$ cat config.mk
export PLATFORM = sky130hd
export DESIGN_NAME = whole_word_match_counter
export DESIGN_NICKNAME = d
export VERILOG_FILES = /design/src/design/wwmc_pkg.sv /design/src/design/wwmc_cell.sv /design/src/design/whole_word_match_counter.sv
export VERILOG_INCLUDE_DIRS = /design/src /design/src/design
export SDC_FILE = /design/constraint.sdc
export NUM_CORES = 1
export LEC_CHECK = 0
export BUFFER_PORTS_ARGS = -buffer_cell sky130_fd_sc_hd__buf_2
export CORE_MARGIN = 1
export CORE_UTILIZATION = 35
export DETAILED_ROUTE_END_ITERATION = 10
export GPL_TIMING_DRIVEN = 1
export PLACE_DENSITY = 0.59
export SLEW_MARGIN = 15
export SYNTH_ARGS = -nofsm -noshare
export SYNTH_HDL_FRONTEND = slang
export SYNTH_SLANG_ARGS = --single-unit
$ cat constraint.sdc
create_clock -name aclk -period 8.2 [get_ports aclk]
set_input_delay 1.23 -clock aclk [delete_from_list [all_inputs] [get_ports aclk]]
set_output_delay 1.23 -clock aclk [all_outputs]
set_load 0.005 [all_outputs]
$ cat src/design/whole_word_match_counter_assert.svh
// Assertion macros used by the word counter RTL.
`ifndef WHOLE_WORD_MATCH_COUNTER_ASSERT_SVH
`define WHOLE_WORD_MATCH_COUNTER_ASSERT_SVH

// Same-cycle implication, disabled while reset is asserted.
`define WWMC_ASSERT_IMPLIES(label, clk, rstn, ante, cons, msg) \
    label: assert property (@(posedge clk) disable iff (!rstn) (ante) |-> (cons)) \
        else $error(msg);

// Next-cycle implication, disabled while reset is asserted.
`define WWMC_ASSERT_NEXT(label, clk, rstn, ante, cons, msg) \
    label: assert property (@(posedge clk) disable iff (!rstn) (ante) |=> (cons)) \
        else $error(msg);

`endif

$ cat src/design/wwmc_pkg.sv
`default_nettype none

package wwmc_pkg;

    // Default maximum word length in bytes.
    localparam int WWMC_MAX_WORD_LENGTH = 10;

    // Number of pattern bytes held by the configuration registers.
    localparam int PATTERN_BYTES = 10;

    // Configuration register indexes.
    localparam int CFG_INDEX_W = 2;
    localparam logic [CFG_INDEX_W-1:0] REG_PATTERN_LOW  = 2'd0;
    localparam logic [CFG_INDEX_W-1:0] REG_PATTERN_HIGH = 2'd1;
    localparam logic [CFG_INDEX_W-1:0] REG_PATTERN_LEN  = 2'd2;

    // Characters with special meaning.
    localparam logic [7:0] CHAR_NUL   = 8'h00;
    localparam logic [7:0] CHAR_LF    = 8'h0A;
    localparam logic [7:0] CHAR_CR    = 8'h0D;
    localparam logic [7:0] CHAR_SPACE = 8'h20;
    localparam logic [7:0] CHAR_BANG  = 8'h21;
    localparam logic [7:0] CHAR_COMMA = 8'h2C;
    localparam logic [7:0] CHAR_DOT   = 8'h2E;
    localparam logic [7:0] CHAR_COLON = 8'h3A;
    localparam logic [7:0] CHAR_SEMI  = 8'h3B;
    localparam logic [7:0] CHAR_QUEST = 8'h3F;
    localparam logic [7:0] CHAR_UPPER_A = 8'h41;
    localparam logic [7:0] CHAR_UPPER_Z = 8'h5A;
    localparam logic [7:0] CASE_OFFSET  = 8'h20;

    // Compare results that each window cell reports.
    typedef struct packed {
        logic eq_cur;   // stored byte equals the expected pattern byte
        logic eq_in;    // incoming byte equals the expected pattern byte
        logic sp_cur;   // stored byte is a space
        logic sp_in;    // incoming byte is a space
    } wwmc_cell_flags_t;

    // Map A-Z to a-z, leave everything else alone.
    function automatic logic [7:0] to_lower(input logic [7:0] c);
        if (c >= CHAR_UPPER_A && c <= CHAR_UPPER_Z) begin
            return c + CASE_OFFSET;
        end
        return c;
    endfunction

    // Characters allowed right after a word.
    function automatic logic is_terminator(input logic [7:0] c);
        return (c == CHAR_SPACE) || (c == CHAR_LF) || (c == CHAR_NUL) ||
               (c == CHAR_CR) || (c == CHAR_DOT) || (c == CHAR_COMMA) ||
               (c == CHAR_BANG) || (c == CHAR_QUEST) || (c == CHAR_SEMI) ||
               (c == CHAR_COLON);
    endfunction

endpackage

`default_nettype wire

$ cat src/design/wwmc_cell.sv
`default_nettype none

module wwmc_cell (
    input  wire logic                      aclk,
    input  wire logic                      shift_en,
    input  wire logic [7:0]                in_byte,
    input  wire logic [7:0]                exp_byte,
    output logic [7:0]                     byte_out,
    output wwmc_pkg::wwmc_cell_flags_t     flags
);
    import wwmc_pkg::*;

    logic [7:0] byte_reg;
    logic [7:0] byte_next;

    // Take the neighbor's byte when the window advances.
    assign byte_next = shift_en ? in_byte : byte_reg;

    always_ff @(posedge aclk) begin
        byte_reg <= byte_next;
    end

    // Local compares for the current and the next window.
    assign flags.eq_cur = (byte_reg == exp_byte);
    assign flags.eq_in  = (in_byte == exp_byte);
    assign flags.sp_cur = (byte_reg == CHAR_SPACE);
    assign flags.sp_in  = (in_byte == CHAR_SPACE);

    assign byte_out = byte_reg;

endmodule

`default_nettype wire

$ cat src/design/whole_word_match_counter.sv
// Result: the count appears on m_valid in the cycle after the word marked end_of_text
// is accepted.
// Throughput: one text word per cycle; s_ready drops only while a finished count
// waits with m_ready low. The window compare is one level of per-cell compares.
// Reset: synchronous active-low aresetn clears the window control, count and output
// valid, sets the pattern to zero and its length to one; no clearing pass follows.
`default_nettype none
`include "whole_word_match_counter_assert.svh"

module whole_word_match_counter #(
    parameter int MAX_WORD_LENGTH = wwmc_pkg::WWMC_MAX_WORD_LENGTH
) (
    input  wire logic                              aclk,
    input  wire logic                              aresetn,
    // Configuration write channel.
    input  wire logic                              cfg_valid,
    output logic                                   cfg_ready,
    input  wire logic [wwmc_pkg::CFG_INDEX_W-1:0]  cfg_index,
    input  wire logic [63:0]                       cfg_data,
    // Text input channel.
    input  wire logic                              s_valid,
    output logic                                   s_ready,
    input  wire logic [7:0]                        s_text_byte,
    input  wire logic                              s_end_of_text,
    // Result channel.
    output logic                                   m_valid,
    input  wire logic                              m_ready,
    output logic [31:0]                            m_word_count,
    output logic                                   m_count_saturated
);
    import wwmc_pkg::*;

    localparam int NUM_CELLS = MAX_WORD_LENGTH + 1;
    localparam int LEN_W     = $clog2(MAX_WORD_LENGTH + 2);
    localparam logic [LEN_W-1:0] SEEN_MAX = LEN_W'(MAX_WORD_LENGTH + 1);

    // Configuration registers.
    logic [63:0] pattern_low_reg;
    logic [15:0] pattern_high_reg;
    logic [3:0]  pattern_len_reg;

    // Window control and count.
    logic [LEN_W-1:0] seen_reg, seen_next;
    logic [31:0]      total_reg, total_next;
    logic             ended_reg, ended_next;

    // Output register.
    logic             m_valid_reg, m_valid_next;
    logic [31:0]      out_count_reg, out_count_next;

    logic             accept;
    logic [7:0]       in_lower;
    logic             in_is_nul;
    logic             shift_en;
    logic [LEN_W-1:0] len_eff;
    logic [LEN_W-1:0] seen_inc;
    logic             all_cur, all_in, sp_cur_len, sp_in_len;
    logic             hit_old, hit_new;
    logic [1:0]       hit_inc;
    logic [32:0]      total_sum;
    logic [31:0]      total_upd;

    logic [7:0]       pat_bytes [MAX_WORD_LENGTH];
    logic [7:0]       exp_bytes [NUM_CELLS];
    logic [7:0]       cell_bytes [NUM_CELLS];
    wwmc_cell_flags_t cell_flags [NUM_CELLS];

    // Configuration writes are always taken.
    assign cfg_ready = 1'b1;

    always_ff @(posedge aclk) begin
        if (!aresetn) begin
            pattern_low_reg  <= '0;
            pattern_high_reg <= '0;
            pattern_len_reg  <= 4'd1;
        end else if (cfg_valid && cfg_ready) begin
            case (cfg_index)
                REG_PATTERN_LOW:  pattern_low_reg  <= cfg_data;
                REG_PATTERN_HIGH: pattern_high_reg <= cfg_data[15:0];
                REG_PATTERN_LEN:  pattern_len_reg  <= cfg_data[3:0];
                default: ;
            endcase
        end
    end

    // Lowercased pattern bytes; bytes past the register range read as zero.
    for (genvar j = 0; j < MAX_WORD_LENGTH; j++) begin : g_pat
        if (j < 8) begin : g_low
            assign pat_bytes[j] = to_lower(pattern_low_reg[8*j +: 8]);
        end else if (j < PATTERN_BYTES) begin : g_high
            assign pat_bytes[j] = to_lower(pattern_high_reg[8*(j-8) +: 8]);
        end else begin : g_none
            assign pat_bytes[j] = CHAR_NUL;
        end
    end

    // Clamp the configured length to MAX_WORD_LENGTH.
    assign len_eff = (int'(pattern_len_reg) > MAX_WORD_LENGTH) ?
                     LEN_W'(MAX_WORD_LENGTH) : LEN_W'(pattern_len_reg);

    // Cell k holds the byte k places back, so it expects pattern byte len-1-k.
    always_comb begin
        for (int k = 0; k < NUM_CELLS; k++) begin
            exp_bytes[k] = CHAR_NUL;
            for (int j = 0; j < MAX_WORD_LENGTH; j++) begin
                if (j + k + 1 == int'(len_eff)) begin
                    exp_bytes[k] = pat_bytes[j];
                end
            end
        end
    end

    // Input handshake and the incoming word.
    assign s_ready   = !m_valid_reg || m_ready;
    assign accept    = s_valid && s_ready;
    assign in_lower  = to_lower(s_text_byte);
    assign in_is_nul = (in_lower == CHAR_NUL);
    assign shift_en  = accept && !ended_reg && !in_is_nul;

    // Row of window cells, newest byte in cell 0.
    for (genvar k = 0; k < NUM_CELLS; k++) begin : g_cell
        wwmc_cell u_cell (
            .aclk     (aclk),
            .shift_en (shift_en),
            .in_byte  ((k == 0) ? in_lower : cell_bytes[(k == 0) ? 0 : k - 1]),
            .exp_byte (exp_bytes[k]),
            .byte_out (cell_bytes[k]),
            .flags    (cell_flags[k])
        );
    end

    // Combine the cell compares over the active pattern length.
    always_comb begin
        all_cur    = 1'b1;
        all_in     = 1'b1;
        sp_cur_len = 1'b0;
        sp_in_len  = 1'b0;
        for (int k = 0; k < NUM_CELLS; k++) begin
            if (k < int'(len_eff)) begin
                all_cur = all_cur & cell_flags[k].eq_cur;
                all_in  = all_in & cell_flags[k].eq_in;
            end
            if (k == int'(len_eff)) begin
                sp_cur_len = cell_flags[k].sp_cur;
                sp_in_len  = cell_flags[k].sp_in;
            end
        end
    end

    assign seen_inc = (seen_reg == SEEN_MAX) ? seen_reg : seen_reg + LEN_W'(1);

    // Whole-word hit in the current window and in the window after the shift.
    assign hit_old = (len_eff != '0) && (seen_reg >= len_eff) && all_cur &&
                     ((seen_reg == len_eff) || sp_cur_len);
    assign hit_new = (len_eff != '0) && (seen_inc >= len_eff) && all_in &&
                     ((seen_inc == len_eff) || sp_in_len);

    // A terminator or a NUL can close one hit; a non-NUL final word can also complete another.
    always_comb begin
        hit_inc = 2'd0;
        if (!ended_reg) begin
            if (in_is_nul) begin
                hit_inc = {1'b0, hit_old};
            end else begin
                hit_inc = {1'b0, is_terminator(in_lower) && hit_old} +
                          {1'b0, s_end_of_text && hit_new};
            end
        end
    end

    // Saturating count update.
    assign total_sum = {1'b0, total_reg} + 33'(hit_inc);
    assign total_upd = total_sum[32] ? '1 : total_sum[31:0];

    // Next state of the window control, count and output register.
    always_comb begin
        seen_next      = seen_reg;
        total_next     = total_reg;
        ended_next     = ended_reg;
        out_count_next = out_count_reg;
        m_valid_next   = m_ready ? 1'b0 : m_valid_reg;
        if (accept) begin
            if (s_end_of_text) begin
                out_count_next = total_upd;
                m_valid_next   = 1'b1;
                seen_next      = '0;
                total_next     = '0;
                ended_next     = 1'b0;
            end else begin
                total_next = total_upd;
                if (shift_en) begin
                    seen_next = seen_inc;
                end
                if (!ended_reg && in_is_nul) begin
                    ended_next = 1'b1;
                end
            end
        end
    end

    always_ff @(posedge aclk) begin
        if (!aresetn) begin
            seen_reg    <= '0;
            total_reg   <= '0;
            ended_reg   <= 1'b0;
            m_valid_reg <= 1'b0;
        end else begin
            seen_reg    <= seen_next;
            total_reg   <= total_next;
            ended_reg   <= ended_next;
            m_valid_reg <= m_valid_next;
        end
    end

    always_ff @(posedge aclk) begin
        out_count_reg <= out_count_next;
    end

    assign m_valid           = m_valid_reg;
    assign m_word_count      = out_count_reg;
    assign m_count_saturated = &out_count_reg;

    // Checks on the counter's own logic.
    `WWMC_ASSERT_NEXT(a_clear_after_last, aclk, aresetn,
        accept && s_end_of_text,
        m_valid_reg && (seen_reg == '0) && (total_reg == '0) && !ended_reg,
        "Window state not cleared after the final word")
    `WWMC_ASSERT_IMPLIES(a_seen_bound, aclk, aresetn,
        1'b1, seen_reg <= SEEN_MAX,
        "Byte count ran past the window depth")
    `WWMC_ASSERT_IMPLIES(a_no_shift_after_nul, aclk, aresetn,
        ended_reg, !shift_en,
        "Window shifted after the text ended")

endmodule

`default_nettype wire

Yosys cells after proc, flatten, opt, wreduce, memory -nomap -nowiden
Index checks and enable logic that the tools add are counted.
{"block": "word_totals", "input_bits": 80, "reg_bits": 242, "elab_cells": 387}
{"block": "op_classes", "magnitude_cmp": 36, "n_bitwise": 20, "n_eq_ne": 62, "reduce_logical": 51, "n_addsub": 14, "muxes": 185}
{"cell": "$mux W8", "count": 117}
{"cell": "$eq A8 B8 Y1", "count": 22}
{"cell": "$eq A8 B6 Y1 const B", "count": 18}
{"cell": "$add A8 B6 Y8 const B", "count": 11}
{"cell": "$ge A8 B7 Y1 const B", "count": 11}
{"cell": "$le A8 B7 Y1 const B", "count": 11}
{"cell": "$mux W32", "count": 2}
{"cell": "$mux W1", "count": 60}
{"cell": "$add A32 B2 Y33", "count": 1}
{"cell": "$eq A4 B4 Y1 const A", "count": 8}
{"cell": "$reduce_and A32 Y1", "count": 1}
{"cell": "$logic_and A1 B1 Y1", "count": 23}
{"cell": "$and A1 B1 Y1", "count": 20}
{"cell": "$eq A3 B4 Y1 const A", "count": 4}
{"cell": "$eq A8 B4 Y1 const B", "count": 2}
{"cell": "$lt A3 B4 Y1 const A", "count": 4}
{"cell": "$mux W4", "count": 4}
{"cell": "$logic_or A1 B1 Y1", "count": 12}
{"cell": "$lt A4 B4 Y1 const A", "count": 3}
{"cell": "$reduce_and A2 Y1", "count": 6}
{"cell": "$eq A2 B4 Y1 const A", "count": 2}
{"cell": "$eq A4 B4 Y1", "count": 2}
{"cell": "$ge A4 B4 Y1", "count": 2}
{"cell": "$logic_not A8 Y1", "count": 1}
{"cell": "other kinds (15)", "count": 21}

Logic depth before layout (Yosys ltp)
Gate-level depths: netlist (run 1).
{"block": "logic_depth", "depth_word": 45, "mapped_depth": 35, "ltp_nobuf": 27}

By module
From an unflattened synthesis (run 1), not the netlist that was laid out.
{"block": "unflattened", "cells_unflattened": 1973, "area_unflattened_um2": 16968.8}
{"module": "whole_word_match_counter", "instances": 1, "cells_each": 1577, "area_per_inst_um2": 11986.5}
{"module": "wwmc_cell", "instances": 11, "cells_each": 36, "area_per_inst_um2": 452.9}

Worst setup path after synthesis (run 1)
No wires, ideal clock.
{"block": "synth_timing", "path_type": "in2reg", "startpoint": "input port m_ready", "endpoint": "register g_cell[0].u_cell.byte_reg[0] (enable)", "arrival_ps": 7733, "path_stages": 4, "n_path_buf": 1, "setup_ps": 643, "setup_slack_ps": -176, "path_cell_list": "nand2b_1 > nand2_1 > clkbuf_1 > nor3_1"}
{"block": "synth_via", "elab_chain_cells": 4}
{"item": "start, declared", "line_no": "whole_word_match_counter.sv:27", "rtl": "input wire logic m_ready,"}
{"item": "$logic_or A1 B1 Y1", "line_no": "whole_word_match_counter.sv:114", "rtl": "assign s_ready = !m_valid_reg || m_ready;"}
{"item": "$logic_and A1 B1 Y1", "line_no": "whole_word_match_counter.sv:115", "rtl": "assign accept = s_valid && s_ready;"}
{"item": "$logic_and A1 B1 Y1 (2 in a row)", "line_no": "whole_word_match_counter.sv:118", "rtl": "assign shift_en = accept && !ended_reg && !in_is_nul;"}
{"item": "via g_cell[0].u_cell.shift_en", "line_no": "wwmc_cell.sv:5", "rtl": "input wire logic shift_en,"}
{"item": "end signal, assigned", "line_no": "wwmc_cell.sv:20", "rtl": "byte_reg <= byte_next;"}
{"item": "end, declared", "line_no": "wwmc_cell.sv:13", "rtl": "logic [7:0] byte_reg;"}
The timed path passes the listed nets, and every way through them passes these cells.
A chain may end at the register's enable or synchronous reset.

Worst setup path in the final report (run 1)
{"block": "layout_timing", "startpoint": "register pattern_low_reg[27]", "endpoint": "register total_reg[6]"}
{"block": "layout_via", "elab_chain_cells": 42, "word_cells_on_any_way": 145, "classes_between": "add/sub (3); order compare (2); eq/ne (22); mux (91); bitwise (20); reduce/logical (7)"}
{"item": "start, declared", "line_no": "whole_word_match_counter.sv:38", "rtl": "logic [63:0] pattern_low_reg;"}
{"item": "start signal, assigned", "line_no": "whole_word_match_counter.sv:78", "rtl": "REG_PATTERN_LOW: pattern_low_reg <= cfg_data;"}
{"item": "$ge A8 B7 Y1 / $le A8 B7 Y1 (equally long branches)", "line_no": "wwmc_pkg.sv:42", "rtl": "if (c >= CHAR_UPPER_A && c <= CHAR_UPPER_Z) begin"}
{"item": "$logic_and A1 B1 Y1", "line_no": "wwmc_pkg.sv:42"}
{"item": "$mux W1", "line_no": "wwmc_pkg.sv:42"}
{"item": "$mux W8 *", "line_no": "wwmc_pkg.sv:45", "rtl": "return c;"}
{"item": "$mux W8 (7 in a row)", "line_no": "whole_word_match_counter.sv:106", "rtl": "if (j + k + 1 == int'(len_eff)) begin"}
{"item": "$eq A8 B8 Y1 (on tied branches)", "line_no": "wwmc_cell.sv:24, wwmc_cell.sv:25"}
{"item": "$mux W1", "line_no": "whole_word_match_counter.sv:139", "rtl": "if (k < int'(len_eff)) begin"}
{"item": "$and A1 B1 Y1 (on tied branches)", "line_no": "whole_word_match_counter.sv:140, whole_word_match_counter.sv:141"}
{"item": "[... 19 more ...]"}
{"item": "$logic_and A1 B1 Y1 (on tied branches) (2 in a row)", "line_no": "whole_word_match_counter.sv:153, whole_word_match_counter.sv:155"}
{"item": "$logic_and A1 B1 Y1 (on tied branches)", "line_no": "whole_word_match_counter.sv:165, whole_word_match_counter.sv:166"}
{"item": "$add A1 B1 Y2", "line_no": "whole_word_match_counter.sv:165", "rtl": "hit_inc = {1'b0, is_terminator(in_lower) && hit_old} +"}
{"item": "$mux W2 *", "line_no": "whole_word_match_counter.sv:162", "rtl": "if (in_is_nul) begin"}
{"item": "$mux W2 *", "line_no": "whole_word_match_counter.sv:161", "rtl": "if (!ended_reg) begin"}
{"item": "$add A32 B2 Y33 *", "line_no": "whole_word_match_counter.sv:172", "rtl": "assign total_sum = {1'b0, total_reg} + 33'(hit_inc);"}
{"item": "$mux W32 *", "line_no": "whole_word_match_counter.sv:173", "rtl": "assign total_upd = total_sum[32] ? '1 : total_sum[31:0];"}
{"item": "$mux W32 *", "line_no": "whole_word_match_counter.sv:183", "rtl": "if (s_end_of_text) begin"}
{"item": "end signal, assigned", "line_no": "whole_word_match_counter.sv:209", "rtl": "total_reg <= total_next;"}
{"item": "end, declared", "line_no": "whole_word_match_counter.sv:44", "rtl": "logic [31:0] total_reg, total_next;"}
Mark *: on every way between the ends. The rest lies on a longest branch, timed or not. The select of a mux whose other input is x is not followed.

==> results of run 1 <==
-- metal layers --
metal  routed length, um  track usage (%)  vias up
li1                    -                -     7963
met1               30600             37.6     8601
met2               31000             42.6      937
met3                6040             4.06      204
met4                3790             13.4        0
met5                   0                0        -
-- layout by cell type (no fill, tap or decap), types with 12 or more instances in the layout --
cell type,netlist,final
nor3b_1,14,13
nand2b_1,12,12
nand2_1,308,308
o22ai_1,20,20
a31oi_1,54,54
a21boi_0,86,86
edfxtp_1,120,120
nor4_1,31,31
o211ai_1,16,16
clkbuf_16,0,28
dfxtp_1,122,118
buf_2,34,114
nor4b_1,14,13
nor3_1,36,34
or2_2,12,12
a22oi_1,29,29
nand4_1,25,25
ha_1,23,23
a211oi_1,16,15
a2bb2oi_1,14,14
o21ai_0,107,106
nor2_1,124,123
o21a_1,12,12
a221oi_1,16,16
xor2_1,61,61
inv_1,42,41
mux2i_1,35,35
o221ai_1,22,21
buf_4,6,67
and3_1,24,24
nor2b_1,37,37
xnor2_1,88,88
a21oi_1,103,103
nand3_1,44,43
a32oi_1,12,12
mux2_2,25,25
-- final timing paths --
path | startpoint | end | slack, ns | cells past startpoint
worst max register to register | pattern_low_reg[27] | total_reg[6] | 0.55 | 26
worst min register to register | pattern_high_reg[7] | pattern_high_reg[7] | 0.50 | 2
worst max-delay path | pattern_low_reg[27] | total_reg[6] | 0.55 | 26
worst min-delay path | pattern_high_reg[7] | pattern_high_reg[7] | 0.50 | 2
-- per-stage QoR --
stage / utilization, % / std cells / instance area [um2]
floorplan: - / 2100 / 17600
global placement: 38.3 / 2780 / 18900
detailed placement: 38.3 / 2780 / 18900
CTS: 40.4 / 2832 / 19900
global route: 40.5 / 2833 / 19900
finish: 40.5 / 2834 / 19900
-- layout make-up --
cell class | count | area [um2]
fillers | 5054 | 29300
flip-flops and latches | 242 | 6060
clock buffers | 40 | 800
diodes | 1 | 2.50
multi-input cells | 1646 | 10700
inverters | 45 | 169
clock inverters | 12 | 214
repair buffers | 184 | 1130
well taps | 664 | 831
-- cells in the mapped netlist (all sizes together), types with 13 or more instances --
library cell / count
nand4: 25
a22oi: 29
mux2: 25
xnor2: 88
a31oi: 54
nor4b: 15
a2bb2oi: 14
dfxtp: 122
mux2i: 35
a211oi: 17
nor3b: 14
nor4: 31
clkbuf: 111
and3: 24
o221ai: 24
a21boi: 86
or2: 13
a221oi: 16
edfxtp: 120
buf: 56
nor3: 38
nand3: 44
xor2: 61
ha: 23
o211ai: 16
nand2: 308
inv: 42
o21ai: 110
nor2b: 37
a21oi: 103
nor2: 124
o22ai: 21
-- power breakdown --
part | internal [uW] | total, uW | switching, uW
Combinational | 159 | 408 | 248
Sequential | 1330 | 1420 | 96.6
Clock | 838 | 1380 | 537
Total | 2320 | 3210 | 882
-- worst max-delay path: stages, from the launching register on --
cell	delay, ns
dfxtp_1	0.86
nor2_1	0.15
a221oi_1	0.80
nor2_1	0.40
a221o_1	0.38
a21oi_1	0.28
o22a_1	0.28
xnor2_1	0.08
nor4_1	0.40
o22ai_1	0.16
nor4_1	0.39
ha_1	0.19
nand3b_1	0.09
o41ai_2	0.07
ha_1	0.25
inv_1	0.06
fa_1	0.45
nor3b_1	0.32
nand4_1	0.23
nor3_2	0.25
and3_1	0.30
and3_1	0.30
nand3_2	0.10
buf_4	0.26
a31oi_1	0.20
nor2_1	0.06
nor3b_1	0.21
-- cell families after synthesis --
family,after synthesis
and+or+nand+nor,760
AOI/OAI and AO/OA,651
DFF,242
buffers and inverters,212
xor gates and xnor gates,149
muxes,61
adders and majority gates,24
other,1
-- timing repair --
item / 4_1_cts / 5_1_grt
resized for setup: 0 / 7
setup endpoints to repair: 0 / 8
setup buffers: 0 / 1
==> run summary, run 1 <==
Final setup vio count - 0
Htree depth - 1
Die ar. - 51100 um2
Predominant post-synthesis flop cell - dfxtp_1
Grt ovf - 0
Simple-Gate Fraction of Synth Area - 21.5%
Worst vdd ir - 0.196 mV
Initial antenna violation count - 1
Yosys top cell area share - 20.5%
CP arrival - 8.14 ns
Fmax - 131 MHz
RSZ-0062 raised after global routing - no
Residual DRC - 0
CP required - 8.69 ns
Crit path max fanout - 30
WL/cell - 25.2 um
Ranking of synthesized cells by area - edfxtp_1 (21%), dfxtp_1 (14%), nand2_1 (6.6%)
Worst-path clk slew - 0.07 ns
Power per Cell Area - 161 nW/um2
Final Hold Viols - 0
Final WS setup - 0.555 ns
Placer Congestion - 1.03
P&R area growth vs syn - 13.6%
Nets@finish - 2251
Status - finished clean
P_leak - 0.00711 uW
Via count - 17.7k
Proportion of synthesized area in mux cells - 3.73%
Max reg flops - 88
Share of layout cells above drive strength 1 - 14.2%
CP Class - flop to flop
Synth Cell Area - 17600 um2
Synthesized Nets - 2204
Worst-margin pin slew - 1.14 ns
Clock Latency Late Sink - 0.60 ns
Max-capacitance violation count - 0
Setup TNS - 0 ns
Rows - 81
Post-route minimum period - 7.65 ns
CORE AREA - 49300 um2
Post-synth ARST share - 0%
Die width - 226 um
Drt pass-1 iters - 8
Vertical die dimension - 226 um
Hold Buf Count CTS - 0
Post-place setup slack - 0.727 ns
Drt via density - 6.25
Netlist cell types - 93
Slew Viols, Final - 0
Vias in the first global route - 16.8k
I/O pins - 116
Worst Hold Slack - 0.503 ns
Worst clock skew - 0.0357 ns
Synthesis Warnings - 0
Adder-cell share of the synthesized area - 1.75%
First-pass GRT wire length - 107000 um
#FFs+latches synth - 242
Synth area leader - edfxtp_1
Fin crit share - 93.2%
Max_slew headroom - 23.8%
Critical path startpoint category - flop
Sequential area share after synthesis - 34.4%
Initial Util - 35.7%
Pin count of the biggest net entering global routing - 123
DR iter-0 viols - 1921
Max Buffers Root-to-Sink - 3
Largest family of logic cells by synthesized area - compound AO/OA/AOI/OAI gates
Hold Crit Class - flop to flop
Syn Area/Cell - 8.36 um2
Port bufs - 114
Post-DRT Antenna Nets - 0
Synth Area in Compound Gates - 26.2%
CTS tree - yes
Critical Path Sink Type - flop
Synth Instances - 2100
CTS Root Cell - clkbuf_16
Total wire length - 71400 um
Tot Pwr - 3210 uW
Total track usage - 27.6%
Clk sinks - 242
DP Wirelength - 52800 um
Post-synthesis xor/xnor area fraction - 7.43%
Number of flops mapped to enable cells by yosys - 120
CTS buffer count - 28
(Power assumes the default switching activity.)
==> inputs of run 2 (changes only) <==
--- a/config.mk
+++ b/config.mk
@@ -7,10 +7,10 @@
 export NUM_CORES = 1
 export LEC_CHECK = 0
 export BUFFER_PORTS_ARGS = -buffer_cell sky130_fd_sc_hd__buf_2
-export CORE_MARGIN = 1
+export CORE_MARGIN = 2
 export CORE_UTILIZATION = 35
 export DETAILED_ROUTE_END_ITERATION = 10
-export GPL_TIMING_DRIVEN = 1
+export GPL_TIMING_DRIVEN = 0
 export PLACE_DENSITY = 0.59
 export SLEW_MARGIN = 15
 export SYNTH_ARGS = -nofsm -noshare
==> run summary, run 2 (synthesis results as in run 1) <==
DR iter-0 viols - 2420 (+26%)
Worst vdd ir - 0.143 mV (-27%)
Critical Path Sink Type - flop
Total track usage - 35.8% (+8.2 points)
Vertical die dimension - 228 um (+0.88%)
Switching share of total power - 29.5% (+2.0 points)
Commonest non-fill, non-tap cells in the layout - nand2_1 (307), buf_2 (142), nor2_1 (122), edfxtp_1 (120), dfxtp_1 (119)
Hold path cells - 0 (-2)
Final setup vio count - 0 (unchanged)
Post-route minimum period - 7.97 ns (+0.326 ns)
Slew Viols, Final - 0 (unchanged)
Placed cell areas - 19100 um2 (+1.4%)
Share of layout cells above drive strength 1 - 15.8% (+1.6 points)
Crit path max fanout - 9 (-70%)
Fin crit share - 97.2% (+4.0 points)
R2r worst-path depth - 27 (+3.8%)
Clk sinks - 242 (unchanged)
Slowest-stage cell, CP - or4_4
Internal Power - 2240 uW (-3.8%)
Max reg flops - 88 (unchanged)
CP arrival - 8.48 ns (+0.34 ns)
Sequential Power Share - 44.5% (about the same)
Hold Startpoint - g_cell[6].u_cell.byte_out[0]
Final Hold Viols - 0 (unchanged)
Hold Buf Count CTS - 0 (unchanged)
Final Cell Area - 20500 um2 (+2.6%)
Min-Delay Endpoint - g_cell[7].u_cell.byte_out[0]
CTS buffer count - 28 (unchanged)
DP Wirelength - 72700 um (+38%)
CP Class - flop to flop
Power per Cell Area - 155 nW/um2 (-3.6%)
Clock Latency Late Sink - 0.59 ns (about the same)
Worst r2r src - pattern_low_reg[9]
WL/cell - 32.5 um (+29%)
Nets@finish - 2359 (+4.8%)
CORE AREA - 49900 um2 (+1.2%)
CTS tree - yes
Commonest non-fill, non-tap cell in the layout - nand2_1
CP required - 8.71 ns (+0.02 ns)
Max-capacitance violation count - 0 (unchanged)
P_leak - 0.00733 uW (+3.1%)
Reg2Reg Capture Point - total_reg[13]
Switch Pwr - 936 uW (+6.1%)
Pin count of the biggest net entering global routing - 33 (-73%)
Post-DRT Antenna Nets - 0 (unchanged)
Vias in the first global route - 18.0k (+7.7%)
P&R area growth vs syn - 16.6%
Htree depth - 1 (unchanged)
Worst Hold Slack - 0.459 ns (-0.0445 ns)
Drt pass-1 iters - 6 (-2)
CTS Root Cell - clkbuf_16
Status - finished clean
Via count - 19.0k (+7.4%)
Rows - 82 (+1.2%)
Placer Congestion - 1.01 (-1.1%)
Worst reg2reg setup slack - 0.23 ns (-0.33 ns)
Residual DRC - 0 (unchanged)
Comb pwr share - 15.6% (+2.9 points)
Critical path startpoint category - flop
Grt ovf - 0 (unchanged)
Max_slew headroom - 11.7% (-12 points)
Worst-margin pin slew - 1.31 ns (+0.165 ns)
Total wire length - 96000 um (+34%)
Die ar. - 52000 um2 (+1.8%)
Worst clock skew - 0.0171 ns (-0.0186 ns)
Initial antenna violation count - 4 (+3)
Initial Util - 35.2% (-0.43 points)
Fmax - 125 MHz (-4.1%)
Port bufs - 113 (-0.88%)
Drt via density - 6.45 (+3.2%)
Hold Crit Class - flop to flop
CP peak stage delay - 0.62 ns (-0.24 ns)
Die width - 228 um (+0.88%)
First-pass GRT wire length - 135000 um (+26%)
Worst-path clk slew - 0.06 ns (about the same)
Max Buffers Root-to-Sink - 3 (unchanged)
Clock network fraction of total power - 40.0% (-2.9 points)
Util after Layout - 41.1% (+0.56 points)
I/O pins - 116 (unchanged)
run 2: critical path, delay by kind of cell, from the launching register on:
family	cells	cell delay, ns
XOR/XNOR	1	0.22
flip-flops	1	0.30
buffers and inverters	4	0.88
AO/OA/AOI/OAI	9	2.64
AND/OR/NAND/NOR	10	2.99
adder cells (fa/ha/maj)	3	0.88
run 2: worst max path at each step:
stage | from | endpoint | slack (ns)
2_1_floorplan | pattern_len_reg[3] | total_reg[18] | 1.36
3_3_place_gp | pattern_len_reg[3] | total_reg[9] | -2.14
3_5_place_dp | pattern_len_reg[3] | total_reg[9] | -2.11
4_1_cts | pattern_len_reg[0] | total_reg[20] | 0.005
5_1_grt | pattern_len_reg[2] | total_reg[6] | -0.01
6_report | pattern_low_reg[9] | total_reg[13] | 0.23
run 2: power groups by stage:
stage                     combinational [uW]  clock, uW  sequential, uW
after floorplan                          276          0            1400
after global placement                   460          0            1430
after detailed placement                 470          0            1430
after CTS                                475       1290            1410
after global routing                     517       1340            1410
final                                    493       1270            1410
run 2: what timing repair did:
item / CTS / global route
endpoints found under the setup margin: 64 / 62
gates resized for setup: 89 / 51
pin swaps: 3 / 7
setup buffers: 6 / 6
run 2: per-stage QoR:
step	std cells	power [uW]	TNS [ns]	setup slack, ns
after floorplan	2100	1670	0	1.36
after global placement	2885	1890	-126.39	-2.14
after detailed placement	2893	1900	-124.22	-2.11
after CTS	2944	3170	0	0.00499
after global routing	2947	3270	-0.0415	-0.0131
final	2950	3170	0	0.229
run 2: routing by layer:
layer | part of all wire [%] | global-route usage [%] | routed length, um | up-vias
met5 | 0.011 | 0 | 11 | -
met4 | 5.5 | 16.9 | 5290 | 2
met3 | 9.1 | 6.64 | 8690 | 237
met2 | 43 | 54.3 | 40900 | 1122
met1 | 43 | 49.1 | 41100 | 9467
li1 | - | - | - | 8186
run 2: area by class of cell:
cell class              instances  area (um2)
inverters                      45         170
diodes                          3        7.51
flip-flops and latches        242        6050
clock inverters                 6         105
clock buffers                  44         811
plain buffers                 159         792
well taps                     672         841
fillers                      5169       29400
multi-input cells            1646       10900
repair buffers                133         766
